[src/hdl/rthsv_pkg.sv]
// package: types, constants and the restoring division step of the rgb to hsv converter
`timescale 1ns / 1ps

package rthsv_pkg;

	typedef struct packed {
		logic [7:0] red;
		logic [7:0] green;
		logic [7:0] blue;
	} pixel_t;

	typedef struct packed {
		logic [8:0] hue;
		logic [6:0] saturation;
		logic [6:0] brightness;
	} hsv_t;

	typedef enum logic [1:0] {
		SECT_RED   = 2'd0,
		SECT_GREEN = 2'd1,
		SECT_BLUE  = 2'd2
	} sector_t;

	localparam int unsigned QUO_W          = 7;
	localparam int unsigned DEN_W          = 8;
	localparam int unsigned NUM_W          = QUO_W + DEN_W;
	localparam int unsigned DIV_STAGES     = 4;
	localparam int unsigned DIV_STEPS_MAX  = 2;

	localparam logic [NUM_W-1:0] HUE_SCALE = 15'd60;
	localparam logic [NUM_W-1:0] PCT_SCALE = 15'd100;

	localparam logic [8:0] HUE_SECTOR      = 9'd60;
	localparam logic [8:0] HUE_RED_OFFSET  = 9'd300;
	localparam logic [8:0] HUE_BLUE_OFFSET = 9'd180;

	typedef struct packed {
		logic [DEN_W-1:0] rem;
		logic [QUO_W-1:0] num_lo;
		logic [QUO_W-1:0] quo;
		logic [DEN_W-1:0] den;
	} div_t;

	typedef struct packed {
		div_t       hdiv;
		div_t       sdiv;
		sector_t    sector;
		logic       grey;
		logic       black;
		logic [6:0] brightness;
	} work_t;

	function automatic div_t div_step(input div_t s);
		logic [DEN_W:0] t;
		logic           qbit;
		div_t           r;
		t = {s.rem, s.num_lo[QUO_W-1]};
		r = s;
		if (t >= {1'b0, s.den}) begin
			r.rem = DEN_W'(t - {1'b0, s.den});
			qbit  = 1'b1;
		end else begin
			r.rem = t[DEN_W-1:0];
			qbit  = 1'b0;
		end
		r.num_lo = {s.num_lo[QUO_W-2:0], 1'b0};
		r.quo    = {s.quo[QUO_W-2:0], qbit};
		return r;
	endfunction

endpackage

[src/hdl/rthsv_front.sv]
// front end: extrema and sector, then numerators, divisor set-up and brightness
`timescale 1ns / 1ps

module rthsv_front (
	input  logic             clk,
	input  logic             arst_n,
	input  rthsv_pkg::pixel_t pixel,
	input  logic             pixel_valid,
	output logic             pixel_stall,
	output rthsv_pkg::work_t work,
	output logic             work_valid,
	input  logic             work_stall
);

	logic [7:0]         op_a_s1;
	logic [7:0]         op_c_s1;
	logic [7:0]         mx_s1;
	logic [7:0]         mn_s1;
	rthsv_pkg::sector_t sector_s1;
	logic               valid_s1;
	rthsv_pkg::work_t   work_s2;
	logic               valid_s2;

	logic               en1;
	logic               en2;
	logic [7:0]         op_a;
	logic [7:0]         op_c;
	logic [7:0]         mx;
	logic [7:0]         mn;
	logic [7:0]         mn_rg;
	rthsv_pkg::sector_t sector;

	logic [7:0]                    d;
	logic [8:0]                    span;
	logic [rthsv_pkg::NUM_W-1:0]   num_h;
	logic [rthsv_pkg::NUM_W-1:0]   num_s;
	logic [rthsv_pkg::NUM_W-1:0]   num_v;
	logic [rthsv_pkg::NUM_W:0]     vsum;
	rthsv_pkg::work_t              work_nxt;

	assign en2         = !valid_s2 || !work_stall;
	assign en1         = !valid_s1 || en2;
	assign pixel_stall = !en1;

	// stage 1: maximum, minimum and sector
	always_comb begin
		priority if (pixel.red >= pixel.green && pixel.red >= pixel.blue) begin
			sector = rthsv_pkg::SECT_RED;
			mx     = pixel.red;
			op_a   = pixel.green;
			op_c   = pixel.blue;
		end else if (pixel.green >= pixel.blue) begin
			sector = rthsv_pkg::SECT_GREEN;
			mx     = pixel.green;
			op_a   = pixel.blue;
			op_c   = pixel.red;
		end else begin
			sector = rthsv_pkg::SECT_BLUE;
			mx     = pixel.blue;
			op_a   = pixel.red;
			op_c   = pixel.green;
		end
		mn_rg = (pixel.red < pixel.green) ? pixel.red : pixel.green;
		mn    = (mn_rg < pixel.blue) ? mn_rg : pixel.blue;
	end

	always_ff @(posedge clk or negedge arst_n) begin
		if (!arst_n) begin
			valid_s1 <= 1'b0;
		end else if (en1) begin
			valid_s1 <= pixel_valid;
		end
	end

	always_ff @(posedge clk) begin
		if (en1) begin
			op_a_s1   <= op_a;
			op_c_s1   <= op_c;
			mx_s1     <= mx;
			mn_s1     <= mn;
			sector_s1 <= sector;
		end
	end

	// stage 2: numerators below 128 times their divisors
	always_comb begin
		d     = mx_s1 - mn_s1;
		span  = {1'b0, op_a_s1} + {1'b0, d} - {1'b0, op_c_s1};
		num_h = {6'd0, span} * rthsv_pkg::HUE_SCALE;
		num_s = {7'd0, d} * rthsv_pkg::PCT_SCALE;
		num_v = {7'd0, mx_s1} * rthsv_pkg::PCT_SCALE;
		// divide by 255 through x + 1 + x/256
		vsum  = {1'b0, num_v} + 16'd1 + {9'd0, num_v[14:8]};

		work_nxt.hdiv.rem    = num_h[rthsv_pkg::NUM_W-1:rthsv_pkg::QUO_W];
		work_nxt.hdiv.num_lo = num_h[rthsv_pkg::QUO_W-1:0];
		work_nxt.hdiv.quo    = '0;
		work_nxt.hdiv.den    = d;
		work_nxt.sdiv.rem    = num_s[rthsv_pkg::NUM_W-1:rthsv_pkg::QUO_W];
		work_nxt.sdiv.num_lo = num_s[rthsv_pkg::QUO_W-1:0];
		work_nxt.sdiv.quo    = '0;
		work_nxt.sdiv.den    = mx_s1;
		work_nxt.sector      = sector_s1;
		work_nxt.grey        = (d == 8'd0);
		work_nxt.black       = (mx_s1 == 8'd0);
		work_nxt.brightness  = vsum[14:8];
	end

	always_ff @(posedge clk or negedge arst_n) begin
		if (!arst_n) begin
			valid_s2 <= 1'b0;
		end else if (en2) begin
			valid_s2 <= valid_s1;
		end
	end

	always_ff @(posedge clk) begin
		if (en2) begin
			work_s2 <= work_nxt;
		end
	end

	assign work       = work_s2;
	assign work_valid = valid_s2;

endmodule

[src/hdl/rthsv_div_stage.sv]
// one divider stage: a few restoring steps of the hue and saturation divisions
`timescale 1ns / 1ps

module rthsv_div_stage #(
	parameter int unsigned STEPS = 2
) (
	input  logic             clk,
	input  logic             arst_n,
	input  rthsv_pkg::work_t up,
	input  logic             up_valid,
	output logic             up_stall,
	output rthsv_pkg::work_t down,
	output logic             down_valid,
	input  logic             down_stall
);

	rthsv_pkg::work_t data_s1;
	logic             valid_s1;
	rthsv_pkg::work_t nxt;
	logic             en;

	assign en       = !valid_s1 || !down_stall;
	assign up_stall = !en;

	always_comb begin
		nxt = up;
		for (int k = 0; k < STEPS; k++) begin
			nxt.hdiv = rthsv_pkg::div_step(nxt.hdiv);
			nxt.sdiv = rthsv_pkg::div_step(nxt.sdiv);
		end
	end

	always_ff @(posedge clk or negedge arst_n) begin
		if (!arst_n) begin
			valid_s1 <= 1'b0;
		end else if (en) begin
			valid_s1 <= up_valid;
		end
	end

	always_ff @(posedge clk) begin
		if (en) begin
			data_s1 <= nxt;
		end
	end

	assign down       = data_s1;
	assign down_valid = valid_s1;

`ifndef SYNTHESIS
	a_hrem_below_den: assert property (@(posedge clk) disable iff (!arst_n)
		valid_s1 && data_s1.hdiv.den != 8'd0 |-> data_s1.hdiv.rem < data_s1.hdiv.den)
		else $error("hue remainder not below divisor");
	a_srem_below_den: assert property (@(posedge clk) disable iff (!arst_n)
		valid_s1 && data_s1.sdiv.den != 8'd0 |-> data_s1.sdiv.rem < data_s1.sdiv.den)
		else $error("saturation remainder not below divisor");
	a_black_is_grey: assert property (@(posedge clk) disable iff (!arst_n)
		valid_s1 && data_s1.black |-> data_s1.grey)
		else $error("black item not marked grey");
`endif

endmodule

[src/hdl/rthsv_back.sv]
// back end: hue from sector and quotient, output register
`timescale 1ns / 1ps

module rthsv_back (
	input  logic             clk,
	input  logic             arst_n,
	input  rthsv_pkg::work_t work,
	input  logic             work_valid,
	output logic             work_stall,
	output rthsv_pkg::hsv_t  hsv,
	output logic             hsv_valid,
	input  logic             hsv_stall
);

	rthsv_pkg::hsv_t hsv_s1;
	logic            valid_s1;
	rthsv_pkg::hsv_t hsv_nxt;
	logic [8:0]      q;
	logic            en;

	assign en         = !valid_s1 || !hsv_stall;
	assign work_stall = !en;

	always_comb begin
		q = {2'b00, work.hdiv.quo};
		unique case (work.sector)
			rthsv_pkg::SECT_RED: begin
				hsv_nxt.hue = (q < rthsv_pkg::HUE_SECTOR) ? q + rthsv_pkg::HUE_RED_OFFSET
				                                          : q - rthsv_pkg::HUE_SECTOR;
			end
			rthsv_pkg::SECT_GREEN: begin
				hsv_nxt.hue = q + rthsv_pkg::HUE_SECTOR;
			end
			rthsv_pkg::SECT_BLUE: begin
				hsv_nxt.hue = q + rthsv_pkg::HUE_BLUE_OFFSET;
			end
			default: begin
				hsv_nxt.hue = '0;
			end
		endcase
		if (work.grey) begin
			hsv_nxt.hue = '0;
		end
		hsv_nxt.saturation = work.black ? 7'd0 : work.sdiv.quo;
		hsv_nxt.brightness = work.brightness;
	end

	always_ff @(posedge clk or negedge arst_n) begin
		if (!arst_n) begin
			valid_s1 <= 1'b0;
		end else if (en) begin
			valid_s1 <= work_valid;
		end
	end

	always_ff @(posedge clk) begin
		if (en) begin
			hsv_s1 <= hsv_nxt;
		end
	end

	assign hsv       = hsv_s1;
	assign hsv_valid = valid_s1;

endmodule

[src/hdl/rgb_to_hsv_converter_top.sv]
// top level of the rgb to hsv converter
//
//  channel | payload | handshake                | item
//  pixel   | pixel_t | pixel_valid, pixel_stall | red, green, blue
//  hsv     | hsv_t   | hsv_valid, hsv_stall     | hue, saturation, brightness
//
// one item per clock while hsv_stall is low; the pipeline has two front stages,
// four restoring-division stages (seven quotient bits) and the output stage
// every stage has its own valid bit and takes an item whenever it is empty
// or its item moves on, so bubbles close up under a stall
// reset clears only the valid bits
`timescale 1ns / 1ps

module rgb_to_hsv_converter_top (
	input  logic              clk,
	input  logic              arst_n,
	input  rthsv_pkg::pixel_t pixel,
	input  logic              pixel_valid,
	output logic              pixel_stall,
	output rthsv_pkg::hsv_t   hsv,
	output logic              hsv_valid,
	input  logic              hsv_stall
);

	rthsv_pkg::work_t chain_data  [rthsv_pkg::DIV_STAGES+1];
	logic             chain_valid [rthsv_pkg::DIV_STAGES+1];
	logic             chain_stall [rthsv_pkg::DIV_STAGES+1];

	rthsv_front u_front (
		.clk        (clk),
		.arst_n     (arst_n),
		.pixel      (pixel),
		.pixel_valid(pixel_valid),
		.pixel_stall(pixel_stall),
		.work       (chain_data[0]),
		.work_valid (chain_valid[0]),
		.work_stall (chain_stall[0])
	);

	for (genvar i = 0; i < rthsv_pkg::DIV_STAGES; i++) begin : g_div
		localparam int unsigned STEPS_I = (i == rthsv_pkg::DIV_STAGES - 1) ?
			rthsv_pkg::QUO_W - rthsv_pkg::DIV_STEPS_MAX * (rthsv_pkg::DIV_STAGES - 1) :
			rthsv_pkg::DIV_STEPS_MAX;
		rthsv_div_stage #(
			.STEPS(STEPS_I)
		) u_div (
			.clk       (clk),
			.arst_n    (arst_n),
			.up        (chain_data[i]),
			.up_valid  (chain_valid[i]),
			.up_stall  (chain_stall[i]),
			.down      (chain_data[i+1]),
			.down_valid(chain_valid[i+1]),
			.down_stall(chain_stall[i+1])
		);
	end

	rthsv_back u_back (
		.clk       (clk),
		.arst_n    (arst_n),
		.work      (chain_data[rthsv_pkg::DIV_STAGES]),
		.work_valid(chain_valid[rthsv_pkg::DIV_STAGES]),
		.work_stall(chain_stall[rthsv_pkg::DIV_STAGES]),
		.hsv       (hsv),
		.hsv_valid (hsv_valid),
		.hsv_stall (hsv_stall)
	);

`ifndef SYNTHESIS
	a_hue_range: assert property (@(posedge clk) disable iff (!arst_n)
		hsv_valid |-> hsv.hue < 9'd360)
		else $error("hue out of range");
	a_sat_range: assert property (@(posedge clk) disable iff (!arst_n)
		hsv_valid |-> hsv.saturation <= 7'd100)
		else $error("saturation out of range");
	a_val_range: assert property (@(posedge clk) disable iff (!arst_n)
		hsv_valid |-> hsv.brightness <= 7'd100)
		else $error("brightness out of range");
`endif

endmodule

[config.mk]
export PLATFORM = sky130hd
export DESIGN_NAME = rgb_to_hsv_converter_top
export DESIGN_NICKNAME = d
export VERILOG_FILES = /design/src/hdl/rthsv_pkg.sv /design/src/hdl/rthsv_front.sv /design/src/hdl/rthsv_div_stage.sv /design/src/hdl/rthsv_back.sv /design/src/hdl/rgb_to_hsv_converter_top.sv
export SDC_FILE = /design/constraint.sdc
export NUM_CORES = 1
export LEC_CHECK = 0
export BUFFER_PORTS_ARGS = -buffer_cell sky130_fd_sc_hd__clkbuf_2
export CAP_MARGIN = 20
export CORE_MARGIN = 3
export CORE_UTILIZATION = 58
export CTS_CLUSTER_DIAMETER = 40
export CTS_CLUSTER_SIZE = 25
export DETAILED_ROUTE_END_ITERATION = 12
export GPL_TIMING_DRIVEN = 0
export PLACE_DENSITY = 0.85
export REMOVE_ABC_BUFFERS = 1
export SYNTH_ARGS = -nofsm -noshare
export SYNTH_HDL_FRONTEND = slang
export SYNTH_SLANG_ARGS = --single-unit
[constraint.sdc]
create_clock -name clk -period 5.3 [get_ports clk]
set_input_delay 1.06 -clock clk [delete_from_list [all_inputs] [get_ports clk]]
set_output_delay 1.06 -clock clk [all_outputs]
set_load 0.01 [all_outputs]
# Word level (Yosys, flattened, before mapping)
# Cells that the tools add are included.
# totals
ff_bits	303
output_inout_bits	25
elab_cells	170
input_bits	28
# classes
order_cmp	20
n_eq_ne	2
add_sub_neg	21
n_reduce_logical	20
mul	3
mux	37
# op_table
op	count
8-bit 2-to-1 mux	20
9-bit by 8-bit greater-or-equal comparator with 1-bit output	14
8-bit subtractor	13
9-bit one-hot mux with 3 select lines	1
8-bit by 5-bit multiplier with 13-bit output, second input constant	2
8-bit greater-or-equal comparator	3
8-bit zero test	2
8-bit less-than comparator	2
15-bit by 1-bit adder with 15-bit output, second input constant	1
15-bit by 7-bit adder with 15-bit output	1
1-bit 2-to-1 mux	14
9-bit by 4-bit multiplier with 13-bit output, second input constant	1
7-bit by 8-bit adder with 9-bit output, second input constant	1
7-bit by 9-bit adder with 9-bit output, second input constant	1
8-bit by 8-bit adder with 9-bit output	1
1-bit zero test	9
9-bit 2-to-1 mux	1
9-bit by 8-bit subtractor with 9-bit output	1
7-bit by 6-bit adder with 8-bit output, second input constant	1
7-bit by 6-bit subtractor with 8-bit output, second input constant	1
1-bit logical OR	7
7-bit by 6-bit less-than comparator with 1-bit output, second input constant	1
2-bit by 1-bit equality test with 1-bit output, second input constant	1
2-bit equality test, second input constant	1
other kinds (3)	3

# Depth between registers and ports, before layout
# Gate-level depths: netlist of the first run.
# depth
word_depth	9
mapped_depth	25
depth_no_buf	25

# Hierarchy
# From an unflattened synthesis of the first run, not the netlist that was laid out.
# hier_totals
cells_unflattened	2106
hier_area_um2	24750.0
# modules_own_cells
module	cells_per_inst	area_per_inst_um2	instances
rthsv_front	808	8388.0	1
rthsv_div_stage at g_div[0].u_div ...	340	4071.4	2
rthsv_div_stage at g_div[1].u_div	305	3813.7	1
rthsv_div_stage at g_div[3].u_div	202	3120.5	1
rthsv_back	111	1285.0	1

# Worst setup path before layout of the first run
# Ideal clock, no wire load.
# synth_timing
kind	reg-to-reg
from	register u_front.mx_s1[0]
to	register u_front.work_s2, in the netlist u_front.work[70], data pin
path_stages_with_launch	24
path_slack_ns	-0.443
required_time_ns	5.039
synth_period_minus_slack_ns	5.743
t_arrival_ns	5.482
setup_time_ns	0.261
cell_sequence	edfxtp_1 -> inv_1 -> ha_1 -> inv_1 -> fa_1 -> xor2_1 -> fa_1 -> ha_1 -> a21o_1 -> a21oi_1 -> xor2_1 -> inv_1 -> fa_1 -> inv_1 -> fa_1 -> inv_1 -> ha_1 -> inv_1 -> nor2_1 -> nor2_1 -> o21ai_0 -> o41ai_1 -> o21ai_0 -> xnor2_1
# synth_between
elab_chain_len	4
# synth_lines
item	line_no	text
start, declared	rthsv_front.sv:17	logic [7:0] mx_s1;
start signal, assigned	rthsv_front.sv:79	mx_s1 <= mx;
8-bit subtractor	rthsv_front.sv:87	d = mx_s1 - mn_s1;
via u_front.d[2]	rthsv_front.sv:33	logic [7:0] d;
8-bit by 8-bit adder with 9-bit output	rthsv_front.sv:88	span = {1'b0, op_a_s1} + {1'b0, d} - {1'b0, op_c_s1};
9-bit by 8-bit subtractor with 9-bit output	rthsv_front.sv:88	
9-bit by 4-bit multiplier with 13-bit output	rthsv_front.sv:89	num_h = {6'd0, span} * rthsv_pkg::HUE_SCALE;
via u_front.num_h, one bit	rthsv_front.sv:35	logic [rthsv_pkg::NUM_W-1:0] num_h;
end signal, assigned	rthsv_front.sv:119	work_s2 <= work_nxt;
end, declared	rthsv_front.sv:21	rthsv_pkg::work_t work_s2;
# The timed path passes the listed nets, and every way through them passes these cells.
# A chain may end at the register's enable or synchronous reset.

# Final worst setup path of the first run
# layout_timing
from	register u_front.mx_s1[0]
to	register u_front.work_s2, in the netlist u_front.work[69], data pin
# The elaborated chain is that of the path after synthesis.

==> results_dict.tcl, run 1 <==
set metrics [dict create \
    slew_headroom 0.350 \
    area_growth_pct 15.7 \
    clock-sinks 296 \
    first_global_vias 14030 \
    syn_avg_cell_area_um2 11.6 \
    final_net_count 2123 \
    path_class "register to register" \
    required_ns 5.57 \
    track_usage 0.230 \
    seq_area_frac_synth 0.450 \
    holdWs_ns 0.381 \
    start_kind "register" \
    initial_core_util 0.597 \
    critPathMostFrequentCell "inv_2" \
    violations "negative setup slack" \
    routed.top_layer "met4" \
    vias_per_cell 5.95 \
    status "finished with violations" \
    n_antenna_cell 0 \
    rows 66 \
    dp_hpwl_um 28300 \
    cts_root_buffer "clkbuf_16" \
    crit_path_cell_trace "inv_2 > ha_4 > inv_2 > fa_2 > fa_2 > fa_2 > a21o_1 > a21oi_2 > xor2_2 > inv_2 > fa_1 > inv_2 > fa_1 > inv_2 > ha_4 > inv_4 > o21bai_4 > a2111o_1 > a31o_2 > a21oi_2 > xnor2_1" \
    clk_pin_slew_ns 0.07 \
    drt-met1-wl_um 16400 \
    min_path_type "primary input to asynchronous set/reset pin" \
    synth-edff-count 289 \
    rsz0062_at_grt "yes" \
    grt_max_degree 54 \
    synth_ff_type "edfxtp_1" \
    worst-path-max-fanout 2 \
    cp-end-kind "register" \
    place_inst 2172 \
    cts_buffer_depth 3 \
    core_mm2 0.0329 \
    post-route-min-period_ns 5.68 \
    drive_gt1_frac 0.192 \
    r2r_slack_ns -0.38 \
    die_w_um 190 \
    yosys_warnings 0 \
    maxCapViolCount 0 \
    grt.overflow.total 0 \
    syn-cell-area_mm2 0.0197 \
    drc 0 \
    hold_viol 0 \
    max_stage_delay_ns 0.60 \
    worst_slew_pin_slew_ns 0.974 \
    dr.pass1.iters 5 \
    yosysUniqueCellTypes 75 \
    crit_arrival_ns 5.95 \
    clk_latency_ns 0.52 \
    async_reset_ff_frac 0.0236 \
    avgRoutedWirePerCell_um 18.6 \
    r2r_cells 21 \
    finalSetupViolations 5 \
    die_area_mm2 0.0362 \
    syn_inst 1691 \
    place.gp.congestion 0.908 \
    cts_max_level 2 \
    fin_crit_sh 1.07 \
    ios 53 \
    hold_buffers 0 \
    nFillCells 2088 \
    yosys_register_bits 296 \
    portBuffers 52 \
    tns_ns -1.12 \
    drt-total-wl_um 42400 \
    wl_met3_um 2080 \
    route.vias.total 13562 \
    cts_made_buffers 35 \
    cts_tree "built" \
    ant_nets 0 \
    finalClockSkew_ns 0.0222 \
    die_y_um 190 \
    antenna_found_initial 0 \
    setup_slack_ns -0.381 \
    wl_met2_um 22000 \
    final_cell_count_no_fill 2278 \
    max_freq_mhz 176 \
    slowest_stage "fa_2" \
    grt_pass1_wl_um 68200 \
    drt_iter0_markers 828 \
    slew_viol_final 0 \
]
[final timing paths]
path                                  start                endpoint
max                        u_front.mx_s1[0]        u_front.work[69]
min                                  arst_n        u_front.valid_s1
max reg2reg                u_front.mx_s1[0]        u_front.work[69]
min reg2reg                 u_front.work[9]  g_div[0].u_div.down[9]
max in group asynchronous            arst_n      u_front.work_valid
min in group clk            u_front.work[9]  g_div[0].u_div.down[9]
[cells by family after synthesis]
kind of cell    synth area share
simple gates              0.0806
buf+inv                   0.0467
xor+xnor                  0.0436
mux                       0.0721
flops                      0.450
fa+ha+maj                  0.195
compound gates             0.112
[flip-flops by register name, summed over array words and instances (netlist names)]
name                    count
u_front.mn_s1               8
u_back.hsv                 23
u_front.op_c_s1             8
g_div.u_div.down_valid      4
u_front.work_valid          1
u_front.mx_s1               8
u_back.hsv_valid            1
u_front.sector_s1           2
u_front.work               50
u_front.valid_s1            1
u_front.op_a_s1             8
g_div.u_div.down          182
[cells in the final DEF (no fill, tap or decap), drive strengths merged, types with 35 or more instances in the layout]
cell	instances
nor2	92
inv	226
mux2	73
ha	247
xnor2	66
nand2	65
mux2i	54
edfxtp	289
o21ai	80
clkbuf	91
nor2b	35
fa	37
a21oi	98
buf	53
[repair_timing]
item                                    in CTS  in global routing
setup buffers                               35                  8
endpoints found under the setup margin      10                 15
pin swaps                                   55                 41
gates resized for setup                     81                 37
[final cells by class]
cell class	count	area (um^2)	area share
Clock inverter	23	280	0.0123
Tap cell	442	553	0.0243
Timing Repair Buffer	105	773	0.0340
Clock buffer	39	933	0.0410
Multi-Input combinational cell	1159	10600	0.464
Sequential cell	296	8850	0.389
Inverter	214	811	0.0356
[stage by stage]
step	area [um^2]	utilization	setup slack, ns
after floorplan	19600	-	-0.443
after global placement	20400	0.618	-1.11
after detailed placement	20600	0.624	-1.20
after CTS	22500	0.683	-0.0365
after global routing	22800	0.691	-0.504
final	22800	0.691	-0.381
[critical path: cells and delay by family, from the launching register on]
family                     cells  cell delay [ns]
xor gates and xnor gates       2             0.29
AOI/OAI and AO/OA              6             1.35
DFF                            1             0.43
buffers and inverters          6             0.42
adders and majority gates      7             2.96
[layer usage]
layer  vias to the layer above  global-route usage
met5                         -                   0
li1                       6389                   -
met4                         0              0.0957
met1                      6502               0.267
met2                       513               0.424
met3                       158              0.0337
[cell usage after synthesis, types with 10 or more instances]
| library cell | number | area [um^2] |
|---|---|---|
| mux2i_1 | 54 | 541 |
| a211oi_1 | 13 | 97.6 |
| o21a_1 | 23 | 173 |
| nand2_1 | 64 | 240 |
| a21oi_1 | 97 | 485 |
| o21bai_1 | 15 | 113 |
| a21o_1 | 28 | 210 |
| edfxtp_1 | 289 | 8680 |
| inv_1 | 214 | 803 |
| ha_1 | 247 | 3090 |
| o21ai_0 | 80 | 400 |
| clkbuf_1 | 10 | 37.5 |
| fa_1 | 37 | 741 |
| mux2_4 | 15 | 225 |
| mux2_2 | 56 | 631 |
| nor2b_1 | 35 | 219 |
| nand2b_1 | 26 | 163 |
| nand4_1 | 18 | 113 |
| nor2_1 | 92 | 345 |
| nand3_1 | 21 | 105 |
| xnor2_1 | 66 | 578 |
| xor2_1 | 32 | 280 |
| nor3_1 | 13 | 65.1 |
Power of run 1 is not shown: default switching activity piles up to over one toggle a cycle in this logic, so the estimate is an artifact.
==> inputs of run 2 (changes only) <==
--- a/config.mk
+++ b/config.mk
@@ -13,7 +13,7 @@
 export CTS_CLUSTER_SIZE = 25
 export DETAILED_ROUTE_END_ITERATION = 12
 export GPL_TIMING_DRIVEN = 0
-export PLACE_DENSITY = 0.85
+export PLACE_DENSITY = 0.78
 export REMOVE_ABC_BUFFERS = 1
 export SYNTH_ARGS = -nofsm -noshare
 export SYNTH_HDL_FRONTEND = slang
==> results_dict.tcl, run 2 (synthesis gave the netlist of run 1 again) <==
set metrics [dict create \
    slew_headroom 0.336 \
    final_common_cell "edfxtp_1" \
    routed.top_layer "met4" \
    die_w_um 190 \
    cp_num_buf_inv 7 \
    cts_buffer_depth 3 \
    track_usage 0.211 \
    rows 66 \
    tns_ns -0.337 \
    crit_family "adder cells" \
    dr.pass1.iters 7 \
    route.vias.total 13043 \
    cts_root_buffer "clkbuf_16" \
    slowest_stage "fa_1" \
    path_class "register to register" \
    portBuffers 52 \
    worst_slew_pin_slew_ns 0.994 \
    wl_met3_um 1400 \
    slew_viol_final 0 \
    drt_iter0_markers 716 \
    grt.overflow.total 0 \
    rsz0062_at_grt "yes" \
    clock-sinks 296 \
    hold_viol 0 \
    max_freq_mhz 181 \
    required_ns 5.56 \
    cp-end-kind "register" \
    min_path_type "primary input to asynchronous set/reset pin" \
    ios 53 \
    core_mm2 0.0329 \
    initial_core_util 0.597 \
    finalSetupViolations 4 \
    violations "negative setup slack" \
    setup_slack_ns -0.236 \
    cts_tree "built" \
    place.gp.congestion 0.923 \
    final_net_count 2123 \
    post-route-min-period_ns 5.54 \
    drt-total-wl_um 38800 \
    crit_arrival_ns 5.79 \
    worst-path-max-fanout 4 \
    clk_pin_slew_ns 0.07 \
    die_y_um 190 \
    drive_gt1_frac 0.185 \
    grt_max_degree 54 \
    n_antenna_cell 0 \
    drt-met1-wl_um 15900 \
    maxCapViolCount 0 \
    avgRoutedWirePerCell_um 17.0 \
    vias_per_cell 5.73 \
    final_cell_mix "edfxtp_1 (289), ha_1 (232), inv_1 (199), nor2_1 (89), a21oi_1 (86)" \
    status "finished with violations" \
    start_kind "register" \
    max_stage_delay_ns 0.53 \
    cts_made_buffers 35 \
    antenna_found_initial 0 \
    die_area_mm2 0.0362 \
    grt_pass1_wl_um 62900 \
    cts_max_level 2 \
    hold_buffers 0 \
    fin_crit_sh 1.04 \
    first_global_vias 13181 \
    ant_nets 0 \
    drc 0 \
    largest_reg_flops 182 \
    crit_path_cell_trace "inv_2 > ha_4 > inv_2 > fa_2 > buf_4 > xor2_4 > fa_1 > ha_4 > buf_6 > a211oi_2 > nor2_1 > nor2_1 > xnor2_2 > buf_4 > buf_4 > xnor2_2 > fa_1 > inv_2 > ha_4 > a2111o_1 > a31o_2 > a21oi_2 > xnor2_1" \
    finalClockSkew_ns 0.0265 \
    wl_met2_um 19800 \
    dp_hpwl_um 27800 \
    clk_latency_ns 0.51 \
    area_growth_pct 15.7 \
]
## run 2: stage by stage
| stage | hold WS, ns | std cells | utilization | setup WS [ns] | area [um^2] |
|---|---|---|---|---|---|
| after global routing | 0.393 | 2277 | 0.691 | -0.353 | 22800 |
| after global placement | 0.401 | 2163 | 0.618 | -1.18 | 20400 |
| after detailed placement | 0.405 | 2171 | 0.623 | -1.36 | 20500 |
| after floorplan | 0.400 | 1669 | - | -0.443 | 19600 |
| after CTS | 0.384 | 2265 | 0.682 | -0.00594 | 22500 |
| final | 0.406 | 2277 | 0.691 | -0.236 | 22800 |
## run 2: final timing paths
| path | from | end | slack [ns] | depth (start not counted) |
|---|---|---|---|---|
| min in group clk | g_div[2].u_div.down[23] | g_div[3].u_div.down[24] | 0.41 | 0 |
| max reg2reg | u_front.mx_s1[0] | u_front.work[69] | -0.24 | 23 |
| min reg2reg | g_div[2].u_div.down[23] | g_div[3].u_div.down[24] | 0.41 | 0 |
| max in group asynchronous | arst_n | g_div[2].u_div.down_valid | 4.68 | 1 |
| max | u_front.mx_s1[0] | u_front.work[69] | -0.24 | 23 |
| min | arst_n | g_div[0].u_div.down_valid | 0.41 | 1 |
## run 2: area by class of cell
class	count	area, um^2
Multi-Input combinational cell	1159	10500
Fill cell	2204	10200
Sequential cell	296	8850
Clock buffer	37	926
Inverter	214	806
Timing Repair Buffer	105	758
Tap cell	442	553
Clock inverter	24	367
## run 2: repair_timing
action / in CTS / in global routing
cloned: 0 / 0
pin swaps: 51 / 38
endpoints found under the setup margin: 10 / 11
buffers inserted: 33 / 11
resized for setup: 67 / 38
## run 2: metal layers
| layer | track usage | vias to the layer above |
|---|---|---|
| met5 | 0 | - |
| li1 | - | 6377 |
| met4 | 0.0923 | 0 |
| met1 | 0.250 | 6214 |
| met3 | 0.0291 | 130 |
| met2 | 0.384 | 322 |
Power of run 2 is left out for the same reason.
==> inputs of run 3 (changes only) <==
--- a/config.mk
+++ b/config.mk
@@ -8,12 +8,12 @@
 export BUFFER_PORTS_ARGS = -buffer_cell sky130_fd_sc_hd__clkbuf_2
 export CAP_MARGIN = 20
 export CORE_MARGIN = 3
-export CORE_UTILIZATION = 58
+export CORE_UTILIZATION = 64
 export CTS_CLUSTER_DIAMETER = 40
 export CTS_CLUSTER_SIZE = 25
 export DETAILED_ROUTE_END_ITERATION = 12
 export GPL_TIMING_DRIVEN = 0
-export PLACE_DENSITY = 0.78
+export PLACE_DENSITY = 0.81
 export REMOVE_ABC_BUFFERS = 1
 export SYNTH_ARGS = -nofsm -noshare
 export SYNTH_HDL_FRONTEND = slang
==> constraint.sdc (replaced) <==
create_clock -name clk -period 5.4 [get_ports clk]
set_input_delay 1.08 -clock clk [delete_from_list [all_inputs] [get_ports clk]]
set_output_delay 1.08 -clock clk [all_outputs]
set_load 0.01 [all_outputs]
==> results_dict.tcl, run 3 (synthesis gave the netlist of run 1 again) <==
set metrics [dict create \
    min_path_type "register to register" \
    required_ns 5.67 \
    vias_per_cell 6.03 \
    path_class "register to register" \
    drt_iter0_markers 868 \
    ant_nets 0 \
    largest_reg_flops 182 \
    track_usage 0.247 \
    final_cell_mix "edfxtp_1 (289), ha_1 (234), inv_1 (204), nor2_1 (88), a21oi_1 (87)" \
    grt.overflow.total 0 \
    route.vias.total 13387 \
    avgRoutedWirePerCell_um 18.8 \
    holdWs_ns 0.406 \
    cts_max_level 2 \
    area_growth_pct 14.8 \
    slew_viol_final 0 \
    dp_hpwl_um 28500 \
    die_area_mm2 0.0329 \
    hold_viol 0 \
    clock-sinks 296 \
    maxCapViolCount 0 \
    portBuffers 52 \
    violations "negative setup slack" \
    cts_buffer_depth 3 \
    worst-path-max-fanout 4 \
    crit_arrival_ns 6.04 \
    cts_made_buffers 36 \
    dr.pass1.iters 7 \
    drc 0 \
    final_common_cell "edfxtp_1" \
    initial_core_util 0.657 \
    place.gp.congestion 0.909 \
    post-route-min-period_ns 5.76 \
    finalSetupViolations 4 \
    grt_max_degree 54 \
    die_w_um 181 \
    max_freq_mhz 173 \
    first_global_vias 13667 \
    worst_slew_pin_slew_ns 0.982 \
    start_kind "register" \
    slew_headroom 0.344 \
    multiInputGateArea_mm2 0.0104 \
    rsz0062_at_grt "yes" \
    hold_buffers 0 \
    ff_latch_area_mm2 0.00885 \
    drt-total-wl_um 41800 \
    cts_tree "built" \
    ios 53 \
    finalClockSkew_ns 0.0368 \
    grt_pass1_wl_um 66600 \
    antenna_found_initial 0 \
    cts_root_buffer "clkbuf_16" \
    setup_slack_ns -0.364 \
    core_mm2 0.0300 \
    clk_latency_ns 0.53 \
    nFillCells 1841 \
    die_y_um 181 \
    crit_path_cell_trace "inv_2 > ha_4 > inv_2 > fa_2 > fa_2 > fa_2 > a21o_1 > a211o_1 > a21oi_4 > xnor2_4 > buf_6 > xnor2_4 > xnor2_2 > fa_1 > inv_1 > ha_4 > nor3_1 > nor2_1 > a31o_2 > a21oi_2 > xnor2_1" \
    n_antenna_cell 0 \
    fin_crit_sh 1.07 \
    slowest_stage "fa_2" \
    final_net_count 2117 \
    max_stage_delay_ns 0.58 \
    clk_pin_slew_ns 0.07 \
    status "finished with violations" \
    cp-end-kind "register" \
    rows 63 \
    drive_gt1_frac 0.179 \
    critPathMostFrequentCell "fa_2" \
]
[run 3: changes by cell type in the layout (fill, tap and decap cells not counted), moves of 3 or more]
cell,before,now
inv_1,199,204
clkinv_8,11,6
buf_4,41,34
inv_2,14,10
a21oi_4,8,5
bufinv_16,3,0
[run 3: worst paths after layout]
check                                            start                         to  slack, ns  cells past startpoint
worst max-delay path                  u_front.mx_s1[0]           u_front.work[69]      -0.36                     21
worst min-delay path            g_div[2].u_div.down[2]     g_div[3].u_div.down[2]       0.41                      0
worst max register to register        u_front.mx_s1[0]           u_front.work[69]      -0.36                     21
worst min register to register  g_div[2].u_div.down[2]     g_div[3].u_div.down[2]       0.41                      0
max in group asynchronous                       arst_n  g_div[2].u_div.down_valid       4.73                      1
min in group asynchronous                       arst_n  g_div[0].u_div.down_valid       0.43                      1
[run 3: routing by layer]
metal / part of all wire / global-route usage / vias up
li1: - / - / 6364
met1: 0.39 / 0.286 / 6491
met2: 0.52 / 0.462 / 415
met3: 0.047 / 0.0360 / 117
met4: 0.038 / 0.0902 / 0
met5: 0 / 0 / -
[run 3: timing repair]
action / CTS / global route
buffers inserted: 27 / 9
setup endpoints to repair: 8 / 13
gates resized for setup: 61 / 27
pin swaps: 39 / 33
cloned: 0 / 0
[run 3: area by class of cell]
cell class,count,share of cell area
timing repair buffer,98,0.0320
tap,390,0.0216
sequential,296,0.392
inverter,214,0.0356
clock buffer,39,0.0413
multi-input combinational,1159,0.462
clock inverter,25,0.0155
[run 3: critical path, delay by kind of cell, from the launching register on]
family	cells	cell delay, ns
AND/OR/NAND/NOR	2	0.38
buffers and inverters	4	0.42
AO/OA/AOI/OAI	5	1.25
adder cells (fa/ha/maj)	6	2.48
flip-flops	1	0.44
XOR/XNOR	4	0.53
[run 3: per-stage QoR]
step / std cells / util / instance area (um^2) / TNS (ns) / worst slack [ns]
after floorplan: 1669 / - / 19600 / -0.809 / -0.343
after global placement: 2111 / 0.678 / 20300 / -4.95 / -1.08
after detailed placement: 2120 / 0.684 / 20500 / -5.49 / -1.18
after CTS: 2211 / 0.746 / 22300 / -0.216 / -0.0819
after global routing: 2221 / 0.754 / 22600 / -1.36 / -0.457
final: 2221 / 0.754 / 22600 / -0.801 / -0.364
Power of run 3 is left out for the same reason.
